$ cat src/ldf_pkg.sv
// Shared types and constants for the length-prefixed packet deframer.
package ldf_pkg;

    localparam logic [7:0] SYNC_A = 8'd205;
    localparam logic [7:0] SYNC_B = 8'd235;
    localparam logic [7:0] SYNC_C = 8'd215;

    // Payload position and length travel at this width (covers the whole parameter range)
    localparam int IDX_W = 8;
    // Output fields are five bits wide
    localparam int FIELD_W = 5;
    // Depth of the request queue between front and back
    localparam int QUEUE_DEPTH = 4;

    // One store request from the front to the back
    typedef struct packed {
        logic [7:0]       data;
        logic [IDX_W-1:0] index;
        logic             finish;
    } ldf_cmd_t;

endpackage

$ cat src/ldf_front.sv
// Front part: sync detection, length tracking and classification of received bytes.
module ldf_front #(
    parameter int MAX_PAYLOAD = 20
) (
    input  logic             clk,
    input  logic             rst_n,
    input  logic             in_valid,
    input  logic             in_ready,
    input  logic [7:0]       rx_byte,
    output logic             push,
    output ldf_pkg::ldf_cmd_t cmd
);
    import ldf_pkg::*;

    localparam logic [IDX_W-1:0] MAX_LEN = IDX_W'(MAX_PAYLOAD);

    logic [7:0]       older_byte_reg, older_byte_next;
    logic [7:0]       newer_byte_reg, newer_byte_next;
    logic             awaiting_reg, awaiting_next;
    logic [IDX_W-1:0] expected_reg, expected_next;
    logic [IDX_W-1:0] count_reg, count_next;

    logic sync;
    logic store;
    logic finish;
    logic accept;

    assign accept = in_valid && in_ready;
    assign sync   = (older_byte_reg == SYNC_A) && (newer_byte_reg == SYNC_B)
                 && (rx_byte == SYNC_C);
    assign store  = !sync && !awaiting_reg && (expected_reg > count_reg)
                 && (expected_reg <= MAX_LEN);
    assign finish = store && ((count_reg + IDX_W'(1)) == expected_reg);

    assign push        = accept && store;
    assign cmd.data    = rx_byte;
    assign cmd.index   = count_reg;
    assign cmd.finish  = finish;

    always_comb
    begin
        older_byte_next = older_byte_reg;
        newer_byte_next = newer_byte_reg;
        awaiting_next   = awaiting_reg;
        expected_next   = expected_reg;
        count_next      = count_reg;
        if (accept)
        begin
            older_byte_next = newer_byte_reg;
            newer_byte_next = rx_byte;
            if (sync)
            begin
                // drop any partial packet, next byte is a length
                awaiting_next = 1'b1;
                expected_next = '0;
                count_next    = '0;
            end
            else if (awaiting_reg)
            begin
                awaiting_next = 1'b0;
                expected_next = rx_byte;
            end
            else if (store)
            begin
                if (finish)
                begin
                    expected_next = '0;
                    count_next    = '0;
                end
                else
                begin
                    count_next = count_reg + IDX_W'(1);
                end
            end
        end
    end

    always_ff @(posedge clk or negedge rst_n)
    begin
        if (!rst_n)
        begin
            older_byte_reg <= '0;
            newer_byte_reg <= '0;
            awaiting_reg   <= 1'b0;
            expected_reg   <= '0;
            count_reg      <= '0;
        end
        else
        begin
            older_byte_reg <= older_byte_next;
            newer_byte_reg <= newer_byte_next;
            awaiting_reg   <= awaiting_next;
            expected_reg   <= expected_next;
            count_reg      <= count_next;
        end
    end

endmodule

$ cat src/ldf_queue.sv
// Short request queue between the front and back parts.
module ldf_queue (
    input  logic              clk,
    input  logic              rst_n,
    input  logic              push,
    input  ldf_pkg::ldf_cmd_t push_cmd,
    output logic              full,
    input  logic              pop,
    output logic              not_empty,
    output ldf_pkg::ldf_cmd_t head_cmd
);
    import ldf_pkg::*;

    localparam int PTR_W = $clog2(QUEUE_DEPTH);
    localparam int CNT_W = $clog2(QUEUE_DEPTH + 1);

    ldf_cmd_t         entry_reg [QUEUE_DEPTH];
    logic [PTR_W-1:0] wr_ptr_reg, wr_ptr_next;
    logic [PTR_W-1:0] rd_ptr_reg, rd_ptr_next;
    logic [CNT_W-1:0] fill_reg, fill_next;

    assign full      = (fill_reg == CNT_W'(QUEUE_DEPTH));
    assign not_empty = (fill_reg != '0);
    assign head_cmd  = entry_reg[rd_ptr_reg];

    always_comb
    begin
        wr_ptr_next = push ? wr_ptr_reg + PTR_W'(1) : wr_ptr_reg;
        rd_ptr_next = pop  ? rd_ptr_reg + PTR_W'(1) : rd_ptr_reg;
        fill_next   = fill_reg;
        if (push && !pop)
        begin
            fill_next = fill_reg + CNT_W'(1);
        end
        else if (pop && !push)
        begin
            fill_next = fill_reg - CNT_W'(1);
        end
    end

    always_ff @(posedge clk)
    begin
        if (push)
        begin
            entry_reg[wr_ptr_reg] <= push_cmd;
        end
    end

    always_ff @(posedge clk or negedge rst_n)
    begin
        if (!rst_n)
        begin
            wr_ptr_reg <= '0;
            rd_ptr_reg <= '0;
            fill_reg   <= '0;
        end
        else
        begin
            wr_ptr_reg <= wr_ptr_next;
            rd_ptr_reg <= rd_ptr_next;
            fill_reg   <= fill_next;
        end
    end

endmodule

$ cat src/ldf_back.sv
// Back part: payload buffer and byte-by-byte emission of completed packets.
module ldf_back #(
    parameter int MAX_PAYLOAD = 20
) (
    input  logic                          clk,
    input  logic                          rst_n,
    input  logic                          cmd_valid,
    input  ldf_pkg::ldf_cmd_t             cmd,
    output logic                          cmd_pop,
    output logic                          out_valid,
    input  logic                          out_ready,
    output logic [7:0]                    payload_byte,
    output logic [ldf_pkg::FIELD_W-1:0]   byte_index,
    output logic [ldf_pkg::FIELD_W-1:0]   packet_length,
    output logic                          last_byte
);
    import ldf_pkg::*;

    localparam int ADDR_W = (MAX_PAYLOAD > 1) ? $clog2(MAX_PAYLOAD) : 1;

    typedef enum logic [1:0] {
        S_IDLE,
        S_READ,
        S_SEND
    } state_t;

    state_t           state_reg;
    logic [IDX_W-1:0] emit_idx_reg;
    logic [IDX_W-1:0] len_reg;
    logic             out_valid_reg;
    logic             last_reg;

    logic [7:0]       mem [MAX_PAYLOAD];
    logic [7:0]       rd_data_reg;
    logic             wr_en;
    logic [ADDR_W-1:0] wr_addr;
    logic [ADDR_W-1:0] rd_addr;

    assign cmd_pop = (state_reg == S_IDLE) && cmd_valid;
    assign wr_en   = cmd_pop;
    assign wr_addr = cmd.index[ADDR_W-1:0];
    assign rd_addr = emit_idx_reg[ADDR_W-1:0];

    assign out_valid     = out_valid_reg;
    assign payload_byte  = rd_data_reg;
    assign byte_index    = emit_idx_reg[FIELD_W-1:0];
    assign packet_length = len_reg[FIELD_W-1:0];
    assign last_byte     = last_reg;

    always_ff @(posedge clk)
    begin
        if (wr_en)
        begin
            mem[wr_addr] <= cmd.data;
        end
        rd_data_reg <= mem[rd_addr];
    end

    always_ff @(posedge clk or negedge rst_n)
    begin
        if (!rst_n)
        begin
            state_reg     <= S_IDLE;
            emit_idx_reg  <= '0;
            len_reg       <= '0;
            out_valid_reg <= 1'b0;
            last_reg      <= 1'b0;
        end
        else
        begin
            case (state_reg)
                S_IDLE:
                begin
                    if (cmd_valid && cmd.finish)
                    begin
                        len_reg      <= cmd.index + IDX_W'(1);
                        emit_idx_reg <= '0;
                        state_reg    <= S_READ;
                    end
                end
                S_READ:
                begin
                    // read data lands this edge; hold it for the request
                    out_valid_reg <= 1'b1;
                    last_reg      <= ((emit_idx_reg + IDX_W'(1)) == len_reg);
                    state_reg     <= S_SEND;
                end
                S_SEND:
                begin
                    if (out_ready)
                    begin
                        out_valid_reg <= 1'b0;
                        if (last_reg)
                        begin
                            state_reg <= S_IDLE;
                        end
                        else
                        begin
                            emit_idx_reg <= emit_idx_reg + IDX_W'(1);
                            state_reg    <= S_READ;
                        end
                    end
                end
                default:
                begin
                    state_reg <= S_IDLE;
                end
            endcase
        end
    end

`ifndef ASSERT_OFF
    a_idx_in_range: assert property (@(posedge clk) disable iff (!rst_n)
        out_valid_reg |-> (emit_idx_reg < len_reg))
        else $error("emitted index beyond packet length");

    a_no_pop_busy: assert property (@(posedge clk) disable iff (!rst_n)
        (state_reg != S_IDLE) |-> !cmd_pop)
        else $error("buffer written while a packet is being emitted");

    a_last_ends: assert property (@(posedge clk) disable iff (!rst_n)
        (out_valid_reg && out_ready && last_reg) |=> (state_reg == S_IDLE))
        else $error("emission did not end after the final byte");

    a_len_range: assert property (@(posedge clk) disable iff (!rst_n)
        out_valid_reg |-> ((len_reg != '0) && (len_reg <= IDX_W'(MAX_PAYLOAD))))
        else $error("packet length outside the buffer range");
`endif

endmodule

$ cat src/length_prefixed_packet_deframer.sv
// Top level of the length-prefixed packet deframer: front, request queue and back.
// Input: one byte per cycle while the request queue has room (four entries).
// Output: payload bytes one at a time, each with a buffer read state, then a send state held until out_ready is high.
// With the queue empty, a packet's final byte passes the request queue, S_IDLE and S_READ before out_valid rises.
// While a packet is being emitted, the back part pops no requests from the queue.
// Reset (rst_n low, asynchronous) clears sync history, length tracking and queue; buffer is not cleared.
module length_prefixed_packet_deframer #(
    parameter int MAX_PAYLOAD = 20
) (
    input  logic                        clk,
    input  logic                        rst_n,
    input  logic                        in_valid,
    output logic                        in_ready,
    input  logic [7:0]                  rx_byte,
    output logic                        out_valid,
    input  logic                        out_ready,
    output logic [7:0]                  payload_byte,
    output logic [ldf_pkg::FIELD_W-1:0] byte_index,
    output logic [ldf_pkg::FIELD_W-1:0] packet_length,
    output logic                        last_byte
);
    import ldf_pkg::*;

    logic     push;
    ldf_cmd_t push_cmd;
    logic     queue_full;
    logic     queue_not_empty;
    logic     pop;
    ldf_cmd_t head_cmd;

    // Take a new byte whenever the queue can absorb a store request; ignored
    // bytes and sync bytes push nothing but still wait for room.
    assign in_ready = !queue_full;

    // Front: track the last two bytes for the sync pattern, take the length
    // byte, and turn each payload byte into a store request.
    ldf_front #(
        .MAX_PAYLOAD (MAX_PAYLOAD)
    ) u_front (
        .clk      (clk),
        .rst_n    (rst_n),
        .in_valid (in_valid),
        .in_ready (in_ready),
        .rx_byte  (rx_byte),
        .push     (push),
        .cmd      (push_cmd)
    );

    // Queue: decouple byte intake from packet emission.
    ldf_queue u_queue (
        .clk       (clk),
        .rst_n     (rst_n),
        .push      (push),
        .push_cmd  (push_cmd),
        .full      (queue_full),
        .pop       (pop),
        .not_empty (queue_not_empty),
        .head_cmd  (head_cmd)
    );

    // Back: write payload bytes into the buffer and, on the final byte,
    // replay the whole packet one byte at a time; hold the queue meanwhile.
    ldf_back #(
        .MAX_PAYLOAD (MAX_PAYLOAD)
    ) u_back (
        .clk           (clk),
        .rst_n         (rst_n),
        .cmd_valid     (queue_not_empty),
        .cmd           (head_cmd),
        .cmd_pop       (pop),
        .out_valid     (out_valid),
        .out_ready     (out_ready),
        .payload_byte  (payload_byte),
        .byte_index    (byte_index),
        .packet_length (packet_length),
        .last_byte     (last_byte)
    );

endmodule

$ cat config.mk
export PLATFORM = sky130hd
export DESIGN_NAME = length_prefixed_packet_deframer
export DESIGN_NICKNAME = d
export VERILOG_FILES = /design/src/ldf_pkg.sv /design/src/ldf_front.sv /design/src/ldf_queue.sv /design/src/ldf_back.sv /design/src/length_prefixed_packet_deframer.sv
export SDC_FILE = /design/constraint.sdc
export NUM_CORES = 1
export LEC_CHECK = 0
export ABC_AREA = 1
export BUFFER_PORTS_ARGS = -buffer_cell sky130_fd_sc_hd__buf_2
export CAP_MARGIN = 15
export CORE_MARGIN = 10
export CORE_UTILIZATION = 31
export DETAILED_ROUTE_END_ITERATION = 8
export MAX_ROUTING_LAYER = met4
export SLEW_MARGIN = 20
export SYNTH_ARGS = -nofsm -noshare
export SYNTH_HDL_FRONTEND = slang
export SYNTH_SLANG_ARGS = --single-unit
$ cat constraint.sdc
create_clock -name clk -period 3.6 [get_ports clk]
set_input_delay 0.36 -clock clk [delete_from_list [all_inputs] [get_ports clk]]
set_output_delay 0.36 -clock clk [all_outputs]
set_load 0.05 [all_outputs]
* Word level (Yosys, flattened, before mapping)
Memories as Yosys holds them, arrays and structs flattened. A register that Yosys moved wholly into a read port is not among the register bits.
Index checks and enable logic that the tools add are counted.
** Cells by class
- Add/sub/neg operators :: 7
- Order comparisons :: 2
- Equality and inequality tests :: 12
- Muxes and demuxes :: 25
- Reduce and logical (&&, ||, !) cells :: 31
** Operators by type and width (number)
- $mux 8 :: 11
- $add 8x1->8 const B :: 3
- $eq 8x8->1 const B :: 3
- $eq 8x8->1 :: 2
- $pmux 8 s2 :: 1
- $logic_and 1x1->1 :: 12
- $reduce_bool 3->1 :: 3
- $gt 8x8->1 :: 1
- $le 8x5->1 const B :: 1
- $ne 2x2->1 const B :: 4
- $reduce_bool 2->1 :: 4
- $mux 1 :: 7
- $mux 3 :: 2
- $pmux 2 s3 :: 1
- $reduce_and 2->1 :: 3
- $reduce_and 3->1 :: 2
- $logic_not 1->1 :: 5
- $add 2x1->2 const B :: 2
- $mux 2 :: 2
- $reduce_and 4->1 :: 1
- $add 3x1->3 const B :: 1
- $eq 3x3->1 const B :: 1
- $sub 3x1->3 const B :: 1
- $eq 2x1->1 const B :: 1
- 3 further kinds :: 3
** Word-level totals
- Bits in registers :: 60
- Bits in writable memories :: 228
- Input bits :: 12
- Output and inout bits :: 21
- Word-level logic and storage cells :: 92
- Memories :: 2
** Memory list
- u_back.mem :: words 20, bits a word 8, read ports 1, clocked after memory_dff 1, write ports 1, RTL line ldf_back.sv:33 : logic [7:0] mem [MAX_PAYLOAD];
- u_queue.entry_reg :: words 4, bits a word 17, read ports 1, clocked after memory_dff 0, write ports 1, RTL line ldf_queue.sv:17 : ldf_cmd_t entry_reg [QUEUE_DEPTH];

* Logic depth before layout (Yosys ltp)
Gate-level depths: netlist of the first run.
- Word-level depth :: 12
- Mapped depth :: 17

* Cells and area by module
A second synthesis of the first run with hierarchy kept.
** Second synthesis, totals
- Cell total of the unflattened synthesis :: 1267
- Area, all modules :: 13217.7 um^2
** By module, submodules not included
- ldf_back :: times used 1, cells an instance 718, area each 7927.6 um^2
- ldf_queue :: times used 1, cells an instance 247, area each 3166.8 um^2
- ldf_front :: times used 1, cells an instance 301, area each 2119.5 um^2
- length_prefixed_packet_deframer :: times used 1, cells an instance 1, area each 3.8 um^2

* Least setup slack after synthesis of the first run
OpenSTA, ideal clock, no wires.
- Path kind :: register to register
- Start point :: register u_front.count_reg[3]
- End point :: memory u_queue.entry_reg[0][0] in the netlist's numbering, enable pin
- Arrival time :: 2.232 ns
- Required time :: 3.209 ns
- Slack :: 0.977 ns
- Stages on the path, launching flop included :: 12
- Buffers on the path :: 0
- Clock period less this slack :: 2.623 ns
- Cells stage by stage :: dfrtp_1 > inv_1 > ha_1 > nand2_1 > nor2_1 > nand2_1 > nand2_1 > nor2_1 > nand3_2 > nor2_4 > nand2_4 > nor2_1
** Between the ends
- Word-level cells in the longest chain between the ends :: 6
** Ends and longest elaborated chain
- from (decl) :: RTL line ldf_front.sv:21 : logic [IDX_W-1:0] count_reg, count_next;
- from (signal assigned) :: RTL line ldf_front.sv:94 : count_reg <= count_next;
- $gt 8x8->1 :: RTL line ldf_front.sv:31 : assign store = !sync && !awaiting_reg && (expected_reg > count_reg)
- $logic_and 1x1->1 :: RTL line ldf_front.sv:31
- $logic_and 1x1->1 :: RTL line ldf_front.sv:32 : && (expected_reg <= MAX_LEN);
- $logic_and 1x1->1 :: RTL line ldf_front.sv:35 : assign push = accept && store;
- $mux 1 :: RTL line ldf_queue.sv:43 : if (push)
- $mux 1 (not written as such) :: RTL line ldf_queue.sv:45 : entry_reg[wr_ptr_reg] <= push_cmd;
- to (decl) :: RTL line ldf_queue.sv:17
Every way passes these cells.

* Final worst setup path of the first run
- Start point :: register u_front.count_reg[3]
- End point :: register u_queue.fill_reg[2]
** Between the ends
- Word-level cells in the longest chain between the ends :: 7
- Elaborated cells on any way between the ends :: 9
** Ends and longest elaborated chain
- $gt 8x8->1 * :: RTL line ldf_front.sv:31
- $logic_and 1x1->1 * :: RTL line ldf_front.sv:31
- $logic_and 1x1->1 * :: RTL line ldf_front.sv:32
- $logic_and 1x1->1 * :: RTL line ldf_front.sv:35
- via push :: RTL line length_prefixed_packet_deframer.sv:24 : logic push;
- $logic_not 1->1 :: RTL line ldf_queue.sv:35 : else if (pop && !push)
- $logic_and 1x1->1 :: RTL line ldf_queue.sv:35
- $reduce_bool 2->1 (no source line)
- to (signal assigned) :: RTL line ldf_queue.sv:61 : fill_reg <= fill_next;
- to (decl) :: RTL line ldf_queue.sv:20 : logic [CNT_W-1:0] fill_reg, fill_next;
The timed path passes the listed nets; every way through them passes the cells marked *.
A chain may end at the register's enable or synchronous reset.

==> results.md, run 1 <==
- Outcome: complete, no violations
- Seq cells post-synth: between 200 and 300
- Max Freq: between 300 and 400 MHz
- Pint: around 7 mW
- Die area: around 50000 um^2
- Reg power frac: 41.4%
- Accumulated negative setup slack: 0 ns
- DRC: 0
- Hold Slack: ~0.084 ns
- GRT Total Usage: 11.8%
- FF/Latch Area: roughly 8500 um^2
- PwrDens: 752 nW/um^2
- FFs w/ async S/R, synth: approximately 20%
- H-tree depth: 1
- Finished Cell Area: 14700 um^2
- Die W: between 200 and 250 um
- Antenna Nets Post-Route: 0
- Sw frac: a little over a third
- Initial antenna violation count: 1
- Syn_nets: 1170
- CORE AREA: about 41000 um^2
- Port bufs: 32
- Crit path max fanout: 8
- First-pass detailed-route iteration total: 5
- Synth warn: 0
- Row cnt: 74
- Worst vdd ir: approximately 400 uV
- First DRT Iteration DRCs: approximately 750
- Final Critical Period: 2.92 ns
- First-pass GRT wire length: 46500 um
- Placed Area: 13700 um^2
- Overall routed net length: about 29000 um
- Initial Util: a little under a third
- CTS clk-pin slew, worst paths: 0.06 ns
- Final hold viol count: 0
- Yosys cell types: 51
- Avg Inst Size Synth: approximately 11 um^2
- Max cap viols: 0
- P&R area growth vs syn: 14.0%
- Slew @ Worst Pin: between 0.9 and 1 ns
- Slew Limit Headroom: between 30% and 40%
- Crit Path Class: flip-flop to flip-flop
- CTS sink cnt: a little under 300
- EDFF count, synth: 228
- Final setup fails: 0
- DP Wirelength: 18700 um
- Startpoint Class: flip-flop
- Clock Latency Late Sink: roughly 0.57 ns
- Max clock buf depth: 3
- Top FF cell, synth: edfxtp_1
- Clk pwr share: approximately 28%
- Static Leak: between 5 and 6 nW
- Pins Over Slew Limit: 0
- Final period util: about four fifths
- Antenna fix cells: 0
- Clock skew: around 0.016 ns
- Sequential area share after synthesis: around two thirds
- Design Power: around 11 mW
- Multi-input gate area: about 3700 um^2
- Num ports: 33
- Worst Hold Class: input port to flip-flop
- Combinational share of power: a little under a third
- CTS tree: done
- Final worst setup slack: around 0.68 ns
- Die height: between 200 and 250 um
- P_sw: ~4 mW
- CP Data Required Time: 4.04 ns
- DR WL/cell: 16.8 um
- Placer congestion estimate: 0.830
- Layout net count: around 1200
- Fillcell total: slightly above 4000
- Vias per cell: just under 5
- Vias in the first global route: 8299
- Max reg flops: 160
- Share of cells above drive strength 1: 14.7%
- Total CTS buffers: 31
- Cell count after synthesis: approximately 1100
- Setup crit end kind: flip-flop
- Root Buffer: clkbuf_16
- Arrival @ worst endpoint: approximately 3.4 ns
- Via count: ~8400
- RSZ-0062 raised after global routing: no
- Post-place setup slack: around 0.67 ns
- Total gr overflow: 0
- Post_cts resized: 0
- Largest net degree at the start of global routing: 85
- Mapped Area: roughly 13000 um^2
## logic make-up (layout without fill, tap and decap cells)
group	Yosys count	after routing	synth area share, %
AND/OR/NAND/NOR	423	423	14.7
flip-flops	296	296	66.1
AO/OA/AOI/OAI	246	246	11.3
buffers and inverters	142	214	5.12
adder cells (fa/ha/maj)	20	20	2.00
XOR/XNOR	11	11	0.748
## final timing paths
path	startpoint	slack, ns	endpoint	cells after the start
setup / recovery	u_front.count_reg[3]	0.68	u_queue.fill_reg[2]	17
hold / removal	out_ready	0.08	u_back.state_reg[1]	4
setup reg to reg	u_front.count_reg[3]	0.68	u_queue.fill_reg[2]	17
hold reg to reg	u_front.older_byte_reg[2]	0.49	u_front.older_byte_reg[2]	2
max in group asynchronous	rst_n	2.25	u_front.expected_reg[1]	3
min in group asynchronous	rst_n	0.49	u_front.count_reg[1]	2
## cell usage after synthesis, types with 8 or more instances
cell type	instances	area share, %
buf_4	15	0.87
o21ai_2	9	0.61
nand2_1	145	4.2
o22ai_1	36	1.7
edfxtp_1	228	53
nand2_2	12	0.58
clkbuf_1	23	0.67
dfxtp_1	8	1.2
a31oi_1	11	0.53
nor2_1	171	5.0
ha_1	19	1.8
inv_1	71	2.1
buf_2	16	0.62
nand3_1	48	1.9
o221ai_1	12	0.82
nand4_1	14	0.68
a21oi_1	13	0.51
dfrtp_1	60	12
o21ai_0	140	5.4
## power groups by stage
stage                     Clock (mW)  Sequential, mW  Combinational, mW
final                           3.08            4.57               3.38
after global routing            3.28            4.61               3.77
after CTS                       3.14            4.57               3.41
after detailed placement           0            4.64               3.40
after global placement             0            4.63               3.36
after floorplan                    0            4.73               2.27
## critical path, cell delays in order, from the launching register on
cell and delay (ns):
dfrtp_1 0.48, inv_1 0.13, ha_1 0.32, nand2_1 0.09, nor2_1 0.05, nand2_1 0.06, nand2_1 0.05, nor2_1 0.13
nand3_2 0.10, nor2_4 0.16, nand2_4 0.11, inv_1 0.11, ha_1 0.15, inv_1 0.07, fa_1 0.39, a21oi_1 0.15
o21ai_0 0.11, xor2_1 0.15
## per-stage QoR
step / cells / utilization (%)
6_report: 1742 / 35.9
5_1_grt: 1742 / 35.9
4_1_cts: 1742 / 35.9
3_5_place_dp: 1683 / 33.5
3_3_place_gp: 1683 / 33.5
2_1_floorplan: 1138 / -
## area by class of cell
cell class	instances	share of cell area [%]
repair buffers	73	3.20
inverters	83	2.24
clock buffers	41	5.68
multi-input cells	700	25.4
clock inverters	17	1.01
well taps	532	4.53
flip-flops and latches	296	58.0
## routing by layer
layer  wire [um]  GRT usage (%)  up-vias
met5           0              -        -
met4         595           3.10        0
met2       13700           18.8      182
met3        1300           1.86       37
li1            -              -     4095
met1       13700           15.4     4126
## cell usage in the layout, fill, tap and decap left out, drive strengths merged, types with 2 or more instances in the layout
cell and n:
a21oi 13, a31oi 11, a32oi 2, buf 72, bufinv 3, clkbuf 41
clkinv 13, clkinvlp 4, dfrtp 60, dfxtp 8, edfxtp 228, ha 19
inv 80, nand2 161, nand3 54, nand3b 2, nand4 15, nor2 181
nor3 6, nor4 2, o211ai 5, o21a 5, o21ai 154, o221ai 12
o22a 5, o22ai 36, xnor2 5, xor2 6
## what timing repair did
item | in CTS | in global routing
setup buffers | 0 | 0
hold endpoints to repair | 35 | 0
setup endpoints to repair | 0 | 0
hold buffers | 1 | 0
Note: power is estimated with default switching activity, not from simulation.
==> run 2, diff against run 1 <==
Clock period 3.6 ns to 3 ns, I/O delays scaled along.
==> run 2 against run 1 <==
  * Critical path depth is the same
  * Register-to-register slack lost 0.40 ns
  * Critical endpoint unchanged
  * Critical path type unchanged
  * Sequential share of layout area shrank 0.51 points
  * Largest power group unchanged
==> results.md, run 2 (synthesis gave the netlist of run 1 again) <==
- Overall routed net length: 29300 um (about the same)
- Slew @ Worst Pin: 0.836 ns (-0.122 ns)
- Sw frac: 36.0% (-0.24 points)
- Row cnt: 74 (unchanged)
- CP bufs+invs: 3 (unchanged)
- Cell family with most CP delay: adder cells
- Outcome: complete, no violations
- CTS sink cnt: 296 (unchanged)
- Placed cells: 1691 (+0.48%)
- Crit path max fanout: 7 (-1)
- DP Wirelength: 18800 um (+0.51%)
- Final period util: 90.5% (+9.4 points)
- Antenna fix cells: 0 (unchanged)
- CP Data Required Time: 3.45 ns (-0.59 ns)
- P_sw: 4.84 mW (+21%)
- Max clock buf depth: 3 (unchanged)
- Initial Util: 31.5% (unchanged)
- Largest net degree at the start of global routing: 82 (-3.5%)
- Reg power frac: 40.9% (-0.5 points)
- Layout net count: 1227 (+0.82%)
- Share of cells above drive strength 1: 16.2% (+1.5 points)
- Pint: 8.61 mW (+22%)
- First DRT Iteration DRCs: 758 (+0.93%)
- Crit Path Class: flip-flop to flip-flop
- Vias in the first global route: 8228 (-0.86%)
- Total CTS buffers: 31 (unchanged)
- Antenna Nets Post-Route: 0 (unchanged)
- GRT Total Usage: 11.8% (+0.042 points)
- CORE AREA: 40900 um^2 (unchanged)
- Via count: 8506 (+0.78%)
- Highest metal used: met4
- Max incr delay on CP: 0.42 ns (-0.06 ns)
- Arrival @ worst endpoint: 3.16 ns (-0.20 ns)
- Max Freq: 368 MHz (+7.5%)
- Crit path cell chain: inv_1, ha_1, nand2_1, nor2_1, nand2_1, nand2_1, nor2_2, nand3_2, nor2_4, nand2_4, inv_1, ha_1, inv_1, fa_1, a21oi_1, o21ai_0, xor2_1
- Master of the slowest instance on the critical path: dfrtp_2
- Initial antenna violation count: 0 (-1)
- Commonest cells after routing, fill and taps aside: 228 x edfxtp_1, 170 x nor2_1, 145 x nand2_1
- First-pass detailed-route iteration total: 5 (unchanged)
- RSZ-0062 raised after global routing: no
- First-pass GRT wire length: 46500 um (about the same)
- Final hold viol count: 0 (unchanged)
- H-tree depth: 1 (unchanged)
- PwrDens: 908 nW/um^2 (+21%)
- Clock Latency Late Sink: 0.59 ns (+0.02 ns)
- Worst Hold Class: input port to flip-flop
- Clk pwr share: 28.5% (+0.6 points)
- DRC: 0 (unchanged)
- CTS clk-pin slew, worst paths: 0.06 ns (about the same)
- CTS tree: done
- Placer congestion estimate: 0.830 (about the same)
- Final Critical Period: 2.72 ns (-0.205 ns)
- Max reg flops: 160 (unchanged)
- Final setup fails: 0 (unchanged)
- Worst vdd ir: 600 uV (+51%)
- Met3 WL: 1620 um (+24%)
- Die W: 224 um (unchanged)
- Most common cell after layout, fill and taps aside: edfxtp_1
- Metal-1 WL: 13500 um (-1.8%)
- Clock skew: 0.0276 ns (+0.0113 ns)
- Root Buffer: clkbuf_16
- Vias per cell: 4.86 (+0.21%)
- P&R area growth vs syn: 15.1%
- Slew Limit Headroom: 44.3% (+8.1 points)
- Pins Over Slew Limit: 0 (unchanged)
- DR WL/cell: 16.7 um (-0.56%)
- Startpoint Class: flip-flop
- Total gr overflow: 0 (unchanged)
- Setup crit end kind: flip-flop
- Num ports: 33 (unchanged)
- Combinational share of power: 30.7% (about the same)
- Die height: 224 um (unchanged)
- Max cap viols: 0 (unchanged)
- Die area: 50100 um^2 (unchanged)
- Static Leak: 5.48 nW (+1.6%)
- Fin cells: 1752 (+0.57%)
- Port bufs: 32 (unchanged)
- DR WL met2: 13700 um (+0.37%)
- Accumulated negative setup slack: 0 ns (unchanged)
[run 2: cell types whose count changed in the layout (fill, tap and decap cells not counted), sizes merged]
cell      before  now
buf           72   82
clkinvlp       4    1
clkbuf        41   43
bufinv         3    4
clkinv        13   12
inv           80   81
[run 2: power by group through the flow]
stage / clock (mW) / sequential, mW / combinational (mW)
finish: 3.83 / 5.50 / 4.13
global route: 4.09 / 5.55 / 4.59
CTS: 3.92 / 5.50 / 4.17
detailed placement: 0 / 5.58 / 4.15
global placement: 0 / 5.57 / 4.08
floorplan: 0 / 5.67 / 2.72
[run 2: layout make-up]
cell class	instances	area, um^2
clock inverters	15	175
inverters	83	329
well taps	532	666
fillers	3991	26100
multi-input cells	700	3730
repair buffers	83	558
clock buffers	43	851
flip-flops and latches	296	8520
[run 2: metal layers]
layer  vias up  track usage [%]
li1       4115                -
met1      4160             15.7
met3        36             1.89
met2       195             18.6
met4         0             2.96
met5         -                -
[run 2: stage by stage]
stage	hold slack, ns	cell area, um^2	util [%]	power, mW	worst slack [ns]
floorplan	0.00441	12900	-	8.39	0.377
global placement	0.443	13800	33.6	9.65	0.215
detailed placement	0.449	13800	33.6	9.73	0.193
CTS	0.0152	14800	36.2	13.6	0.169
global route	0.0400	14800	36.2	14.2	0.00821
finish	0.0339	14800	36.2	13.5	0.284
[run 2: final timing paths]
kind,slack (ns),from,end,depth (start not counted)
max in group asynchronous,1.77,rst_n,u_front.newer_byte_reg[1],3
min reg2reg,0.49,u_front.older_byte_reg[0],u_front.older_byte_reg[0],2
min,0.03,out_ready,u_back.state_reg[1],4
max,0.28,u_front.count_reg[6],u_queue.fill_reg[2],17
max reg2reg,0.28,u_front.count_reg[6],u_queue.fill_reg[2],17
min in group asynchronous,0.36,rst_n,u_front.count_reg[3],2
[run 2: repair_timing]
item / 4_1_cts / 5_1_grt
buffers inserted: 0 / 2
hold buffers: 1 / 0
resized for setup: 0 / 7
endpoints found under the setup margin: 0 / 1
endpoints found under the hold margin: 33 / 0
[run 2: worst register-to-register path, cell delays in order, from the launching register on]
cell and delay [ns]:
dfrtp_2 0.42, inv_1 0.09, ha_1 0.29, nand2_1 0.07, nor2_1 0.06, nand2_1 0.05
nand2_1 0.05, nor2_2 0.12, nand3_2 0.09, nor2_4 0.17, nand2_4 0.10, inv_1 0.11
ha_1 0.15, inv_1 0.06, fa_1 0.38, a21oi_1 0.14, o21ai_0 0.11, xor2_1 0.15
==> run 3, diff against run 2 <==
Settings changed: CORE_UTILIZATION 31 to 33, CTS_CLUSTER_DIAMETER from default to 150.
==> run 3 against run 2 <==
  * Die area down 5.5%
  * Combinational power is 2% higher
  * Critical path depth did not move
  * First-iteration DRC count shrank 30%
  * Global-route usage up 1.1 points
  * Non-clock buffer count is 7 higher
  * Largest cell class unchanged
  * Clock skew down 0.013 ns
==> results.md, run 3 (synthesis gave the netlist of run 1 again) <==
- P&R area growth vs syn: 15.5%
- Placed Area: 13800 um^2 (+0.17%)
- PwrDens: 906 nW/um^2 (-0.19%)
- Outcome: complete, no violations
- Row cnt: 72 (-2.7%)
- Largest net degree at the start of global routing: 64 (-22%)
- Initial Util: 33.3% (+1.9 points)
- CTS sink cnt: 296 (unchanged)
- Worst Hold Class: input port to flip-flop
- H-tree depth: 1 (unchanged)
- Antenna Nets Post-Route: 0 (unchanged)
- Slew Limit Headroom: 43.7% (-0.57 points)
- Port bufs: 32 (unchanged)
- CTS clk-pin slew, worst paths: 0.06 ns (about the same)
- Final setup fails: 0 (unchanged)
- Final hold viol count: 0 (unchanged)
- Setup crit end kind: flip-flop
- Placer congestion estimate: 0.822 (-1.0%)
- CORE AREA: 38600 um^2 (-5.6%)
- Most common cell after layout, fill and taps aside: edfxtp_1
- Via count: 8554 (+0.56%)
- RR Endpoint: u_queue.fill_reg[2]
- R2R Setup Slk: 0.22 ns (-0.06 ns)
- Multi-input gate area: 3730 um^2 (+0.10%)
- Fillcell total: 3720 (-6.8%)
- Reg-to-Reg Start: u_front.count_reg[7]
- Share of cells above drive strength 1: 16.6% (+0.40 points)
- CP Data Required Time: 3.45 ns (about the same)
- Worst Setup EP: u_queue.fill_reg[2]
- First DRT Iteration DRCs: 532 (-30%)
- Placed cells: 1680 (-0.65%)
- Root Buffer: clkbuf_16
- Vias per cell: 4.90 (+0.97%)
- DRC: 0 (unchanged)
- Accumulated negative setup slack: 0 ns (unchanged)
- Commonest cells after routing, fill and taps aside: 228 x edfxtp_1, 171 x nor2_1, 145 x nand2_1
- Vias in the first global route: 8471 (+3.0%)
- Final Critical Period: 2.78 ns (+0.0649 ns)
- Crit path max fanout: 7 (unchanged)
- Static Leak: 5.51 nW (+0.61%)
- Die area: 47300 um^2 (-5.5%)
- Layout net count: 1234 (+0.57%)
- Arrival @ worst endpoint: 3.23 ns (+0.07 ns)
- Fin cells: 1745 (-0.40%)
- Pins Over Slew Limit: 0 (unchanged)
- Antenna fix cells: 0 (unchanged)
- Final design utilization: 38.5% (+2.3 points)
- Max clock buf depth: 3 (unchanged)
- Crit Path Class: flip-flop to flip-flop
- Max reg flops: 160 (unchanged)
- Max Freq: 360 MHz (-2.3%)
- Die height: 218 um (-2.8%)
- Startpoint Class: flip-flop
- Finished Cell Area: 14900 um^2 (+0.33%)
- Die W: 218 um (-2.8%)
- First-pass detailed-route iteration total: 5 (unchanged)
- Worst hold start: rx_byte[6]
- Worst r2r path cells: 17 (unchanged)
- CP Launch Point: u_front.count_reg[7]
- DP Wirelength: 19200 um (+2.0%)
- Total CTS buffers: 31 (unchanged)
- Overall routed net length: 29800 um (+1.6%)
- Num ports: 33 (unchanged)
- GRT Total Usage: 12.9% (+1.1 points)
- FF/Latch Area: 8520 um^2 (unchanged)
- Worst vdd ir: 469 uV (-22%)
- Max cap viols: 0 (unchanged)
- CTS tree: done
- Clock Latency Late Sink: 0.59 ns (about the same)
- Total gr overflow: 0 (unchanged)
- First-pass GRT wire length: 47700 um (+2.6%)
- Slew @ Worst Pin: 0.845 ns (+0.00861 ns)
- Clock skew: 0.0145 ns (-0.0131 ns)
- DR WL/cell: 17.1 um (+2.0%)
- Final period util: 92.7% (+2.2 points)
- Initial antenna violation count: 0 (unchanged)
[run 3: metrics by stage]
stage               setup WS [ns]  power (mW)  hold WS [ns]
finish                      0.219        13.5        0.0451
global route             -0.00682        14.3        0.0343
CTS                         0.123        13.6       0.00408
detailed placement          0.160        9.80         0.450
global placement            0.216        9.70         0.469
floorplan                   0.377        8.39       0.00441
[run 3: worst min path at each step]
stage                                          end  slack (ns)  depth (start not counted)
after floorplan             u_back.emit_idx_reg[0]       0.004                          0
after global placement        u_front.count_reg[2]        0.47                          1
after detailed placement      u_front.count_reg[2]        0.45                          1
after CTS                 u_queue.entry_reg[0][15]       0.004                          1
after global routing      u_queue.entry_reg[0][10]        0.03                          1
final                     u_queue.entry_reg[1][15]        0.05                          1
[run 3: layout make-up]
type / instances / share of cell area [%]
tap: 518 / 4.36
clock inverter: 14 / 0.984
timing repair buffer: 90 / 4.21
multi-input combinational: 700 / 25.1
clock buffer: 44 / 5.88
inverter: 83 / 2.21
sequential: 296 / 57.3
[run 3: what timing repair did]
item                                    in CTS  in global routing
hold buffers                                 2                  0
buffers inserted                             0                  5
endpoints found under the setup margin       0                  1
hold endpoints to repair                    34                  0
resized for setup                            0                  6
[run 3: layer usage]
metal	up-vias	track usage (%)	share of wire, %
li1	4128	-	-
met1	4215	16.9	47
met2	166	20.4	48
met3	45	1.91	3.5
met4	0	3.73	2.2
met5	-	-	0
[run 3: worst max-delay path, cell delays in order, from the launching register on]
cell and delay [ns]:
dfrtp_2 0.42, inv_1 0.11, ha_1 0.26, nand2_1 0.10, nor2_1 0.07, nand2_1 0.05, nand2_1 0.04, nor2_1 0.12
nand3_2 0.10, nor2_4 0.16, nand2_4 0.10, inv_1 0.10, ha_1 0.14, inv_1 0.06, fa_1 0.38, a21oi_1 0.15
o21ai_0 0.11, xor2_1 0.16
[run 3: power by group]
group | leakage [nW] | internal (mW) | switching, mW
logic | 2.29 | 1.18 | 3.05
clock network | 0.499 | 2.21 | 1.60
registers | 2.72 | 5.21 | 0.215
